<file path="config.mk">
export PLATFORM = sky130hd
export DESIGN_NAME = multilevel_feedback_queue_scheduler_core_flat
export DESIGN_NICKNAME = d
export VERILOG_FILES = /design/src/sv/mlfq_pkg.sv /design/src/sv/mlfq_job_if.sv /design/src/sv/mlfq_seg_if.sv /design/src/sv/multilevel_feedback_queue_scheduler_core.sv /design/src/flat_wrapper.sv
export SDC_FILE = /design/constraint.sdc
export NUM_CORES = 2
export LEC_CHECK = 0
export BUFFER_PORTS_ARGS = -buffer_cell sky130_fd_sc_hd__buf_4
export CAP_MARGIN = 5
export CORE_MARGIN = 4
export CORE_UTILIZATION = 43
export CTS_CLUSTER_SIZE = 30
export DETAILED_ROUTE_END_ITERATION = 10
export SYNTH_ARGS = -nofsm -noshare
export SYNTH_HDL_FRONTEND = slang
export SYNTH_SLANG_ARGS = --single-unit
</file>
<file path="constraint.sdc">
create_clock -name clk -period 19.8 [get_ports clk]
set_clock_uncertainty 0.15 [all_clocks]
set_input_delay 2.97 -clock clk [delete_from_list [all_inputs] [get_ports clk]]
set_output_delay 2.97 -clock clk [all_outputs]
set_load 0.005 [all_outputs]
</file>
<file path="src/sv/mlfq_pkg.sv">
// ----------------------------------------------------------------------------
// mlfq_pkg
// Shared types and constants for the three-level feedback scheduler.
// ----------------------------------------------------------------------------
`default_nettype none

package mlfq_pkg;

    // Fixed field widths of the channels and the register port
    localparam int JOB_ID_W   = 8;
    localparam int BURST_W    = 16;
    localparam int TIME_W     = 32;
    localparam int QUANTUM_W  = 16;
    localparam int CFG_ADDR_W = 3;
    localparam int CFG_DATA_W = 32;
    localparam int NUM_LEVELS = 3;

    // Input command codes
    typedef enum logic {
        CMD_ARRIVE = 1'b0,
        CMD_TICK   = 1'b1
    } cmd_t;

    // Register indexes (byte address = 4 * index)
    typedef enum logic {
        REG_QUANTUM_FIRST  = 1'b0,
        REG_QUANTUM_SECOND = 1'b1
    } reg_idx_t;

    // Level of the running job; zero only out of reset
    typedef logic [1:0] level_t;
    localparam level_t LEVEL_NONE  = 2'd0;
    localparam level_t LEVEL_ONE   = 2'd1;
    localparam level_t LEVEL_TWO   = 2'd2;
    localparam level_t LEVEL_THREE = 2'd3;

    localparam logic [QUANTUM_W-1:0] QUANTUM_FIRST_RESET  = 16'd8;
    localparam logic [QUANTUM_W-1:0] QUANTUM_SECOND_RESET = 16'd16;

    // A zero quantum behaves as a quantum of one
    function automatic logic [QUANTUM_W-1:0] quantum_or_one(input logic [QUANTUM_W-1:0] q);
        return (q == '0) ? QUANTUM_W'(1) : q;
    endfunction

endpackage

`default_nettype wire

</file>
<file path="src/sv/mlfq_job_if.sv">
// ----------------------------------------------------------------------------
// mlfq_job_if
// Job channel: arrival and tick commands into the scheduler.
// ----------------------------------------------------------------------------
`default_nettype none

interface mlfq_job_if;
    logic                                  valid;
    logic                                  ready;
    mlfq_pkg::cmd_t                        command;
    logic [mlfq_pkg::JOB_ID_W-1:0]         job_id;
    logic [mlfq_pkg::BURST_W-1:0]          burst;

    modport source (output valid, command, job_id, burst, input ready);
    modport sink   (input valid, command, job_id, burst, output ready);
endinterface

`default_nettype wire

</file>
<file path="src/sv/mlfq_seg_if.sv">
// ----------------------------------------------------------------------------
// mlfq_seg_if
// Segment channel: one word per finished or expired run segment.
// ----------------------------------------------------------------------------
`default_nettype none

interface mlfq_seg_if;
    logic                                  valid;
    logic                                  ready;
    logic [mlfq_pkg::JOB_ID_W-1:0]         seg_job;
    logic [mlfq_pkg::TIME_W-1:0]           seg_start;
    logic [mlfq_pkg::TIME_W-1:0]           seg_end;
    logic                                  finished;
    logic                                  overflow;

    modport source (output valid, seg_job, seg_start, seg_end, finished, overflow,
                    input ready);
    modport sink   (input valid, seg_job, seg_start, seg_end, finished, overflow,
                    output ready);
endinterface

`default_nettype wire

</file>
<file path="src/sv/multilevel_feedback_queue_scheduler_core.sv">
// ----------------------------------------------------------------------------
// multilevel_feedback_queue_scheduler_core
// Three-level non-preemptive feedback scheduler with a segment output.
// ----------------------------------------------------------------------------
//  channel   dir  handshake      word
//  job_in    in   valid/ready    command, job_id, burst
//  seg_out   out  valid/ready    seg_job, seg_start, seg_end, finished, overflow
//  apb       in   psel/penable   quantum_first (0x0), quantum_second (0x4)
//
//  One word per cycle unless the stage stalls: an accepted word is held in the
//  input stage and is processed in a single pass (queue push, head pop,
//  counters) into the state and the segment register. A segment is presented
//  at the edge at which its tick leaves the input stage. The input stage stalls
//  only while a segment is held in the output register and not taken. Reset is
//  asynchronous; queue contents are not cleared.
// ----------------------------------------------------------------------------
`default_nettype none

module multilevel_feedback_queue_scheduler_core #(
    parameter int MAX_JOBS   = 16,
    parameter int ID_BITS    = 8,
    parameter int BURST_BITS = 16
) (
    input  wire logic                                clk,
    input  wire logic                                rst_n,
    input  wire logic                                psel,
    input  wire logic                                penable,
    input  wire logic                                pwrite,
    input  wire logic [mlfq_pkg::CFG_ADDR_W-1:0]     paddr,
    input  wire logic [mlfq_pkg::CFG_DATA_W-1:0]     pwdata,
    output logic      [mlfq_pkg::CFG_DATA_W-1:0]     prdata,
    output logic                                     pready,
    mlfq_job_if.sink                                 job_in,
    mlfq_seg_if.source                               seg_out
);

    // Stored widths: the channel fields cap the parameters
    localparam int ID_W    = (ID_BITS < mlfq_pkg::JOB_ID_W) ? ID_BITS : mlfq_pkg::JOB_ID_W;
    localparam int LEFT_W  = (BURST_BITS < mlfq_pkg::BURST_W) ? BURST_BITS : mlfq_pkg::BURST_W;
    localparam int ENTRY_W = ID_W + LEFT_W;
    localparam int IDX_W   = $clog2(MAX_JOBS);
    localparam int CNT_W   = $clog2(MAX_JOBS + 1);
    localparam int NL      = mlfq_pkg::NUM_LEVELS;
    localparam int QW      = mlfq_pkg::QUANTUM_W;
    localparam int TW      = mlfq_pkg::TIME_W;

    // Configuration registers
    logic [QW-1:0] quantum_first_reg;
    logic [QW-1:0] quantum_second_reg;

    // Input stage
    logic                 stage_valid_reg, stage_valid_next;
    mlfq_pkg::cmd_t       stage_cmd_reg;
    logic [ID_W-1:0]      stage_id_reg;
    logic [LEFT_W-1:0]    stage_burst_reg;

    // Level FIFOs and their pointers
    logic [ENTRY_W-1:0]   queue_mem [NL][MAX_JOBS];
    logic [IDX_W-1:0]     head_reg  [NL];
    logic [IDX_W-1:0]     head_next [NL];
    logic [CNT_W-1:0]     count_reg [NL];
    logic [CNT_W-1:0]     count_next[NL];

    // Scheduler state
    logic                 running_reg, running_next;
    logic [ID_W-1:0]      run_job_reg, run_job_next;
    logic [LEFT_W-1:0]    run_left_reg, run_left_next;
    mlfq_pkg::level_t     run_level_reg, run_level_next;
    logic [QW-1:0]        slice_left_reg, slice_left_next;
    logic [TW-1:0]        seg_start_reg, seg_start_next;
    logic [TW-1:0]        now_reg, now_next;
    logic [CNT_W-1:0]     live_reg, live_next;
    logic                 overflow_reg, overflow_next;

    // Output register
    logic                 out_valid_reg, out_valid_next;
    logic [ID_W-1:0]      out_job_reg;
    logic [TW-1:0]        out_start_reg;
    logic [TW-1:0]        out_end_reg;
    logic                 out_finished_reg;
    logic                 out_overflow_reg;

    // Single-pass datapath signals
    logic                 step;
    logic                 emit;
    logic                 done;
    logic                 push_en;
    logic [1:0]           push_q;
    logic [ENTRY_W-1:0]   push_data;
    logic [IDX_W-1:0]     push_idx;
    logic [CNT_W:0]       tail_sum;
    logic                 dispatch;
    logic                 pop_en;
    logic [1:0]           pop_q;
    logic [ENTRY_W-1:0]   pop_data;
    logic [ENTRY_W-1:0]   head_data[NL];
    logic [NL-1:0]        avail;
    logic [LEFT_W-1:0]    arr_left;
    logic [LEFT_W-1:0]    left_dec;
    logic [QW-1:0]        slice_dec;

    // ------------------------------------------------------------------
    // Register port
    // ------------------------------------------------------------------
    assign pready = 1'b1;

    always_ff @(posedge clk or negedge rst_n)
    begin
        if (!rst_n)
        begin
            quantum_first_reg  <= mlfq_pkg::QUANTUM_FIRST_RESET;
            quantum_second_reg <= mlfq_pkg::QUANTUM_SECOND_RESET;
        end
        else if (psel && penable && pwrite)
        begin
            case (mlfq_pkg::reg_idx_t'(paddr[2]))
                mlfq_pkg::REG_QUANTUM_FIRST:  quantum_first_reg  <= pwdata[QW-1:0];
                mlfq_pkg::REG_QUANTUM_SECOND: quantum_second_reg <= pwdata[QW-1:0];
                default: ;
            endcase
        end
    end

    always_comb
    begin
        case (mlfq_pkg::reg_idx_t'(paddr[2]))
            mlfq_pkg::REG_QUANTUM_FIRST:  prdata = mlfq_pkg::CFG_DATA_W'(quantum_first_reg);
            mlfq_pkg::REG_QUANTUM_SECOND: prdata = mlfq_pkg::CFG_DATA_W'(quantum_second_reg);
            default:                      prdata = '0;
        endcase
    end

    // ------------------------------------------------------------------
    // Handshakes: the stage moves on unless a held segment blocks it
    // ------------------------------------------------------------------
    assign step         = stage_valid_reg && (!out_valid_reg || seg_out.ready);
    assign job_in.ready = !stage_valid_reg || step;

    assign stage_valid_next = job_in.valid ? 1'b1 : (stage_valid_reg && !step);

    always_ff @(posedge clk or negedge rst_n)
    begin
        if (!rst_n)
            stage_valid_reg <= 1'b0;
        else
            stage_valid_reg <= stage_valid_next;
    end

    always_ff @(posedge clk)
    begin
        if (job_in.valid && job_in.ready)
        begin
            stage_cmd_reg   <= job_in.command;
            stage_id_reg    <= job_in.job_id[ID_W-1:0];
            stage_burst_reg <= job_in.burst[LEFT_W-1:0];
        end
    end

    // FIFO heads, read at one address per level
    always_comb
    begin
        for (int k = 0; k < NL; k++)
            head_data[k] = queue_mem[k][head_reg[k]];
    end

    // ------------------------------------------------------------------
    // Scheduler step: arrival or tick, then dispatch
    // ------------------------------------------------------------------
    always_comb
    begin
        running_next    = running_reg;
        run_job_next    = run_job_reg;
        run_left_next   = run_left_reg;
        run_level_next  = run_level_reg;
        slice_left_next = slice_left_reg;
        seg_start_next  = seg_start_reg;
        now_next        = now_reg;
        live_next       = live_reg;
        overflow_next   = overflow_reg;
        emit            = 1'b0;
        done            = 1'b0;
        push_en         = 1'b0;
        push_q          = 2'd0;
        push_data       = '0;
        dispatch        = 1'b0;

        arr_left  = (stage_burst_reg == '0) ? LEFT_W'(1) : stage_burst_reg;
        left_dec  = run_left_reg - LEFT_W'(1);
        slice_dec = slice_left_reg - QW'(1);

        if (stage_cmd_reg == mlfq_pkg::CMD_ARRIVE)
        begin
            // arrival joins level one, or is dropped when full
            if (live_reg >= CNT_W'(MAX_JOBS))
                overflow_next = 1'b1;
            else
            begin
                live_next = live_reg + CNT_W'(1);
                push_en   = 1'b1;
                push_q    = 2'd0;
                push_data = {stage_id_reg, arr_left};
                dispatch  = !running_reg;
            end
        end
        else
        begin
            now_next = now_reg + TW'(1);
            if (!running_reg)
                dispatch = 1'b1;
            else if (left_dec == '0)
            begin
                // job completed
                emit      = 1'b1;
                done      = 1'b1;
                live_next = live_reg - CNT_W'(1);
            end
            else if (run_level_reg != mlfq_pkg::LEVEL_THREE && slice_dec == '0)
            begin
                // slice expired: demote to the next level
                emit      = 1'b1;
                push_en   = 1'b1;
                push_q    = run_level_reg;
                push_data = {run_job_reg, left_dec};
            end
            else
            begin
                run_left_next = left_dec;
                if (run_level_reg != mlfq_pkg::LEVEL_THREE)
                    slice_left_next = slice_dec;
            end
            if (emit)
            begin
                running_next = 1'b0;
                dispatch     = 1'b1;
            end
        end

        // highest non-empty level, counting a push made in this step
        for (int k = 0; k < NL; k++)
            avail[k] = (count_reg[k] != '0) || (push_en && push_q == 2'(k));
        pop_q = 2'd0;
        for (int k = NL - 1; k >= 0; k--)
        begin
            if (avail[k])
                pop_q = 2'(k);
        end
        pop_en   = dispatch && (avail != '0);
        pop_data = (count_reg[pop_q] == '0) ? push_data : head_data[pop_q];

        if (pop_en)
        begin
            running_next   = 1'b1;
            run_job_next   = pop_data[ENTRY_W-1:LEFT_W];
            run_left_next  = pop_data[LEFT_W-1:0];
            run_level_next = mlfq_pkg::level_t'(pop_q + 2'd1);
            seg_start_next = now_next;
            case (pop_q)
                2'd0:    slice_left_next = mlfq_pkg::quantum_or_one(quantum_first_reg);
                2'd1:    slice_left_next = mlfq_pkg::quantum_or_one(quantum_second_reg);
                default: slice_left_next = '0;
            endcase
        end
    end

    // Pointer update and push address
    always_comb
    begin
        tail_sum = (CNT_W+1)'(head_reg[push_q]) + (CNT_W+1)'(count_reg[push_q]);
        if (tail_sum >= (CNT_W+1)'(MAX_JOBS))
            tail_sum = tail_sum - (CNT_W+1)'(MAX_JOBS);
        push_idx = tail_sum[IDX_W-1:0];

        for (int k = 0; k < NL; k++)
        begin
            count_next[k] = count_reg[k];
            head_next[k]  = head_reg[k];
            if (push_en && push_q == 2'(k))
                count_next[k] = count_next[k] + CNT_W'(1);
            if (pop_en && pop_q == 2'(k))
            begin
                count_next[k] = count_next[k] - CNT_W'(1);
                head_next[k]  = (head_reg[k] == IDX_W'(MAX_JOBS - 1)) ? '0
                              : head_reg[k] + IDX_W'(1);
            end
        end
    end

    // Queue storage
    always_ff @(posedge clk)
    begin
        if (step && push_en)
            queue_mem[push_q][push_idx] <= push_data;
    end

    // State registers
    always_ff @(posedge clk or negedge rst_n)
    begin
        if (!rst_n)
        begin
            for (int k = 0; k < NL; k++)
            begin
                head_reg[k]  <= '0;
                count_reg[k] <= '0;
            end
            running_reg    <= 1'b0;
            run_job_reg    <= '0;
            run_left_reg   <= '0;
            run_level_reg  <= mlfq_pkg::LEVEL_NONE;
            slice_left_reg <= '0;
            seg_start_reg  <= '0;
            now_reg        <= '0;
            live_reg       <= '0;
            overflow_reg   <= 1'b0;
        end
        else if (step)
        begin
            for (int k = 0; k < NL; k++)
            begin
                head_reg[k]  <= head_next[k];
                count_reg[k] <= count_next[k];
            end
            running_reg    <= running_next;
            run_job_reg    <= run_job_next;
            run_left_reg   <= run_left_next;
            run_level_reg  <= run_level_next;
            slice_left_reg <= slice_left_next;
            seg_start_reg  <= seg_start_next;
            now_reg        <= now_next;
            live_reg       <= live_next;
            overflow_reg   <= overflow_next;
        end
    end

    // ------------------------------------------------------------------
    // Segment output register
    // ------------------------------------------------------------------
    assign out_valid_next = (step && emit) ? 1'b1 : (out_valid_reg && !seg_out.ready);

    always_ff @(posedge clk or negedge rst_n)
    begin
        if (!rst_n)
            out_valid_reg <= 1'b0;
        else
            out_valid_reg <= out_valid_next;
    end

    always_ff @(posedge clk)
    begin
        if (step && emit)
        begin
            out_job_reg      <= run_job_reg;
            out_start_reg    <= seg_start_reg;
            out_end_reg      <= now_next;
            out_finished_reg <= done;
            out_overflow_reg <= overflow_reg;
        end
    end

    assign seg_out.valid     = out_valid_reg;
    assign seg_out.seg_job   = mlfq_pkg::JOB_ID_W'(out_job_reg);
    assign seg_out.seg_start = out_start_reg;
    assign seg_out.seg_end   = out_end_reg;
    assign seg_out.finished  = out_finished_reg;
    assign seg_out.overflow  = out_overflow_reg;

    // ------------------------------------------------------------------
    // Assertions
    // ------------------------------------------------------------------
    // live count never exceeds capacity
    a_live_cap: assert property (@(posedge clk) disable iff (!rst_n)
        live_reg <= CNT_W'(MAX_JOBS))
        else $error("live job count above capacity");

    // queued jobs plus the running one make up the live count
    a_live_sum: assert property (@(posedge clk) disable iff (!rst_n)
        ((CNT_W+2)'(count_reg[0]) + (CNT_W+2)'(count_reg[1]) + (CNT_W+2)'(count_reg[2])
         + (CNT_W+2)'(running_reg)) == (CNT_W+2)'(live_reg))
        else $error("queue counts disagree with live count");

    // idle implies every level is empty
    a_idle_empty: assert property (@(posedge clk) disable iff (!rst_n)
        !running_reg |-> (count_reg[0] == '0 && count_reg[1] == '0 && count_reg[2] == '0))
        else $error("scheduler idle with queued jobs");

    // a running job always has work left
    a_run_left: assert property (@(posedge clk) disable iff (!rst_n)
        running_reg |-> (run_left_reg != '0 && run_level_reg != mlfq_pkg::LEVEL_NONE))
        else $error("running job with no work left");

endmodule

`default_nettype wire

</file>
<file path="src/flat_wrapper.sv">
// flat-port wrapper written by rule: the top's interface ports become plain ports
module multilevel_feedback_queue_scheduler_core_flat 
#(
    parameter int MAX_JOBS   = 16,
    parameter int ID_BITS    = 8,
    parameter int BURST_BITS = 16
)
  (clk, rst_n, psel, penable, pwrite, paddr, pwdata, prdata, pready, job_in_valid, job_in_command, job_in_job_id, job_in_burst, job_in_ready, seg_out_valid, seg_out_seg_job, seg_out_seg_start, seg_out_seg_end, seg_out_finished, seg_out_overflow, seg_out_ready);
  mlfq_job_if job_in_i ();
  mlfq_seg_if seg_out_i ();
  input  wire logic clk;
  input  wire logic rst_n;
  input  wire logic psel;
  input  wire logic penable;
  input  wire logic pwrite;
  input  wire logic [mlfq_pkg::CFG_ADDR_W-1:0] paddr;
  input  wire logic [mlfq_pkg::CFG_DATA_W-1:0] pwdata;
  output logic      [mlfq_pkg::CFG_DATA_W-1:0] prdata;
  output logic pready;
  input wire logic [$bits(job_in_i.valid)-1:0] job_in_valid;
  input wire logic [$bits(job_in_i.command)-1:0] job_in_command;
  input wire logic [$bits(job_in_i.job_id)-1:0] job_in_job_id;
  input wire logic [$bits(job_in_i.burst)-1:0] job_in_burst;
  output wire logic [$bits(job_in_i.ready)-1:0] job_in_ready;
  output wire logic [$bits(seg_out_i.valid)-1:0] seg_out_valid;
  output wire logic [$bits(seg_out_i.seg_job)-1:0] seg_out_seg_job;
  output wire logic [$bits(seg_out_i.seg_start)-1:0] seg_out_seg_start;
  output wire logic [$bits(seg_out_i.seg_end)-1:0] seg_out_seg_end;
  output wire logic [$bits(seg_out_i.finished)-1:0] seg_out_finished;
  output wire logic [$bits(seg_out_i.overflow)-1:0] seg_out_overflow;
  input wire logic [$bits(seg_out_i.ready)-1:0] seg_out_ready;
  assign job_in_i.valid = job_in_valid;
  assign job_in_i.command = job_in_command;
  assign job_in_i.job_id = job_in_job_id;
  assign job_in_i.burst = job_in_burst;
  assign job_in_ready = job_in_i.ready;
  assign seg_out_valid = seg_out_i.valid;
  assign seg_out_seg_job = seg_out_i.seg_job;
  assign seg_out_seg_start = seg_out_i.seg_start;
  assign seg_out_seg_end = seg_out_i.seg_end;
  assign seg_out_finished = seg_out_i.finished;
  assign seg_out_overflow = seg_out_i.overflow;
  assign seg_out_i.ready = seg_out_ready;
  multilevel_feedback_queue_scheduler_core #(.MAX_JOBS(MAX_JOBS), .ID_BITS(ID_BITS), .BURST_BITS(BURST_BITS)) u_core (.clk(clk), .rst_n(rst_n), .psel(psel), .penable(penable), .pwrite(pwrite), .paddr(paddr), .pwdata(pwdata), .prdata(prdata), .pready(pready), .job_in(job_in_i), .seg_out(seg_out_i));
endmodule
</file>
==> reports/metrics.cfg <==
[clocking]
clkSlewWorstSetupHoldPaths_ns = 0.06
ctsHoldBuffers = 0
cts.sinks = 1425
cts_root_buf = clkbuf_16
cts_htree_levels = 4
cts_buffers = 145
tritoncts = yes
postCtsResizedCells = 0
post_cts_buffers = 0
clk_latency_ns = 0.78
cts_max_path_buffers = 3

[global_route]
globalRouteOverflowTotal = 0
antenna_found_initial = 2
grt_max_degree = 111
grt_pass1_wl_um = 210600
groute.usage.overall = 0.2036
grt_pass1_vias = 31080

[pwr]
ir_drop_mv = 0.07892
power.leakage_nw = 22.37
power_density_nw_per_um2 = 117.0
power_mw = 7.798

[route]
drtAntennaViolNets = 0
via_count = 30270
first_pass_iters = 5
wl_met1_um = 59650
routed_wl_um = 143900
viasPerCell = 5.848
drtIter0Drc = 2798
wl_met3_um = 10420
wl_met2_um = 70550
routedWlPerCell_um = 27.81
topRoutingLayerUsed = met4
drcViolationCount = 0

[hold_path]
hp-class = flop to flop

[job]
maxCapViolCount = 0

[status]
status = complete, no violations

[die]
fp-row-count = 134
core_area_um2 = 134000
start_util = 0.4345
dieArea_um2 = 141300
die_y_um = 375.9
die_w_um = 375.9
pin_count = 176

[synth]
synth_edf_count = 1251
synth_seq_cells = 1425
netlist_area_um2 = 58210
ys_seq_area_frac = 0.7202
async_flop_share = 0.1221
synthCells = 3083
yosys_warnings = 0
postSynthAreaPerCell_um2 = 18.88
synth_cell_types = 88
synthFlopType = edfxtp_1

[placed_design]
gp_congestion = 0.8125
postPlaceCellArea_um2 = 61740
portBuffers = 140
dpl.hpwl_um = 82610

[sta]
hold_violations = 0
setup_viol = 0
worst_slew_pin_slew_ns = 1.335
post-route-period-util = 0.3561
relSlewSlack = 0.1063
timing.hold.ws_ns = 0.2972
fin_setup_tns_ns = 0
slew_viol_final = 0
period_needed_ns = 7.051
clock.fmax_mhz = 141.8
rsz0062_at_grt = no

[final_layout]
areaGrowthSynthToFinish_pct = 14.48
final_layout_size_suffix_gt1_frac = 0.2957
nets = 3383
finalInstanceArea_um2 = 66640
regMostFlops = u_core.queue_mem
largest_reg_flops = 1152

[worst_setup_path]
endpoint_kind = flop
critPathRequiredTime_ns = 20.04
worstSetupPathType = flop to flop
worst_setup_path_start_kind = flop
path_max_fanout = 24
worstPathArrival_ns = 7.29

where the power goes:
| group | internal (mW) | switching (mW) | leakage (nW) |
|---|---|---|---|
| logic | 0.534 | 0.811 | 6.17 |
| clock network | 1.61 | 1.16 | 2.39 |
| registers | 3.49 | 0.196 | 13.8 |
| total | 5.63 | 2.16 | 22.4 |
critical path: stages (launching register included):
cell	delay, ns
dfrtp_1	0.59
nor4_1	0.65
nand4_1	0.19
xnor2_1	0.41
or2_1	0.37
o21a_1	0.45
nand2_1	0.36
buf_4	0.36
a221oi_1	0.64
ha_1	0.35
a21o_1	0.15
a21oi_1	0.17
xnor2_1	0.27
xnor2_1	0.20
nand2_1	0.49
nor3_2	0.32
buf_4	0.48
final cells by class:
type / count / area (um^2)
fill: 10820 / 67320
sequential: 1425 / 41950
multi-input combinational: 1453 / 15730
clock buffer: 181 / 3876
tap: 1768 / 2212
timing repair buffer: 232 / 1768
clock inverter: 86 / 989.7
inverter: 29 / 108.9
antenna: 2 / 5.005
layout by cell type (no fill, tap or decap), drive strengths merged, types with 7 or more instances in the layout:
cell	count
nand3	62
xor2	37
a221oi	15
o22ai	7
nor3	51
conb	17
edfxtp	1251
nor2	128
dfrtp	172
o211ai	15
nor4b	7
a211o	10
mux2	76
a22o	16
buf	231
a21o	12
and2	10
o31ai	8
clkbuf	182
mux4	360
and3	16
a21oi	55
nor4	26
nand4	21
nand3b	7
a31oi	21
o22a	8
ha	28
nand2	175
xnor2	73
o21ai	61
or3	13
bufinv	16
mux2i	30
or2	11
nand2b	10
inv	34
clkinv	65
cells in the mapped netlist, drive strengths merged, types with 5 or more instances:
library cell	number	area, um^2
o211ai	15	152.6
nand3b	7	52.55
nand2b	10	62.56
ha	28	350.3
nand2	175	664.4
mux2	76	855.8
mux2i	30	300.3
xor2	37	331.6
o2111ai	5	50.04
clkbuf	105	394.1
o21a	5	37.54
o22ai	7	43.79
nor4	26	207.7
a21oi	55	275.3
o31ai	8	65.06
buf	86	461.7
a21o	12	90.09
a211oi	6	57.56
or2	11	68.82
o22a	8	70.07
xnor2	73	639.4
and3	16	110.1
a211o	10	87.58
nor3b	5	42.54
nand4	21	131.4
and2	10	62.56
or3	13	81.33
edfxtp	1251	37570
nor3	51	306.5
a31oi	21	131.4
a221oi	15	131.4
o21ai	61	305.3
dfrtp	172	4304
nand3	62	320.3
mux4	360	8108
nor2	128	480.5
a22o	16	140.1
inv	29	108.9
nor4b	7	61.31
per-stage QoR:
step | worst slack (ns) | util | instances
2_1_floorplan | 12.70 | - | 3098
3_3_place_gp | 12.94 | 0.4609 | 4906
3_5_place_dp | 12.82 | 0.4609 | 4906
4_1_cts | 12.77 | 0.4972 | 5173
5_1_grt | 12.34 | 0.4974 | 5174
6_report | 12.75 | 0.4975 | 5176
cells by family after synthesis:
family,synth area share
AOI/OAI and AO/OA,0.03289
xor gates and xnor gates,0.01668
adders and majority gates,0.006706
buffers and inverters,0.01657
DFF,0.7202
muxes,0.1591
other,0.0001290
and+or+nand+nor,0.04772
layer usage:
layer / vias up / global-route usage
met2: 1207 / 0.3349
li1: 12850 / -
met3: 205 / 0.03631
met4: 0 / 0.05887
met5: - / 0
met1: 16010 / 0.2810
path summary, 6_finish.rpt:
kind / end / start / slack (ns) / depth (start not counted)
setup / recovery: u_core.queue_mem[2][0]$_DFFE_PP_ / u_core.run_left_reg[0]$_DFFE_PN0P_ / 12.75 / 16
hold / removal: u_core.seg_out.seg_start[24]$_DFFE_PP_ / u_core.seg_start_reg[24]$_DFFE_PN0P_ / 0.30 / 0
setup reg to reg: u_core.queue_mem[2][0]$_DFFE_PP_ / u_core.run_left_reg[0]$_DFFE_PN0P_ / 12.75 / 16
hold reg to reg: u_core.seg_out.seg_start[24]$_DFFE_PP_ / u_core.seg_start_reg[24]$_DFFE_PN0P_ / 0.30 / 0
max in group asynchronous: u_core.now_reg[8]$_DFFE_PN0P_ / rst_n / 15.89 / 2
min in group asynchronous: u_core.seg_start_reg[28]$_DFFE_PN0P_ / rst_n / 2.15 / 1
No activity file was read; power rests on OpenSTA's default activity.
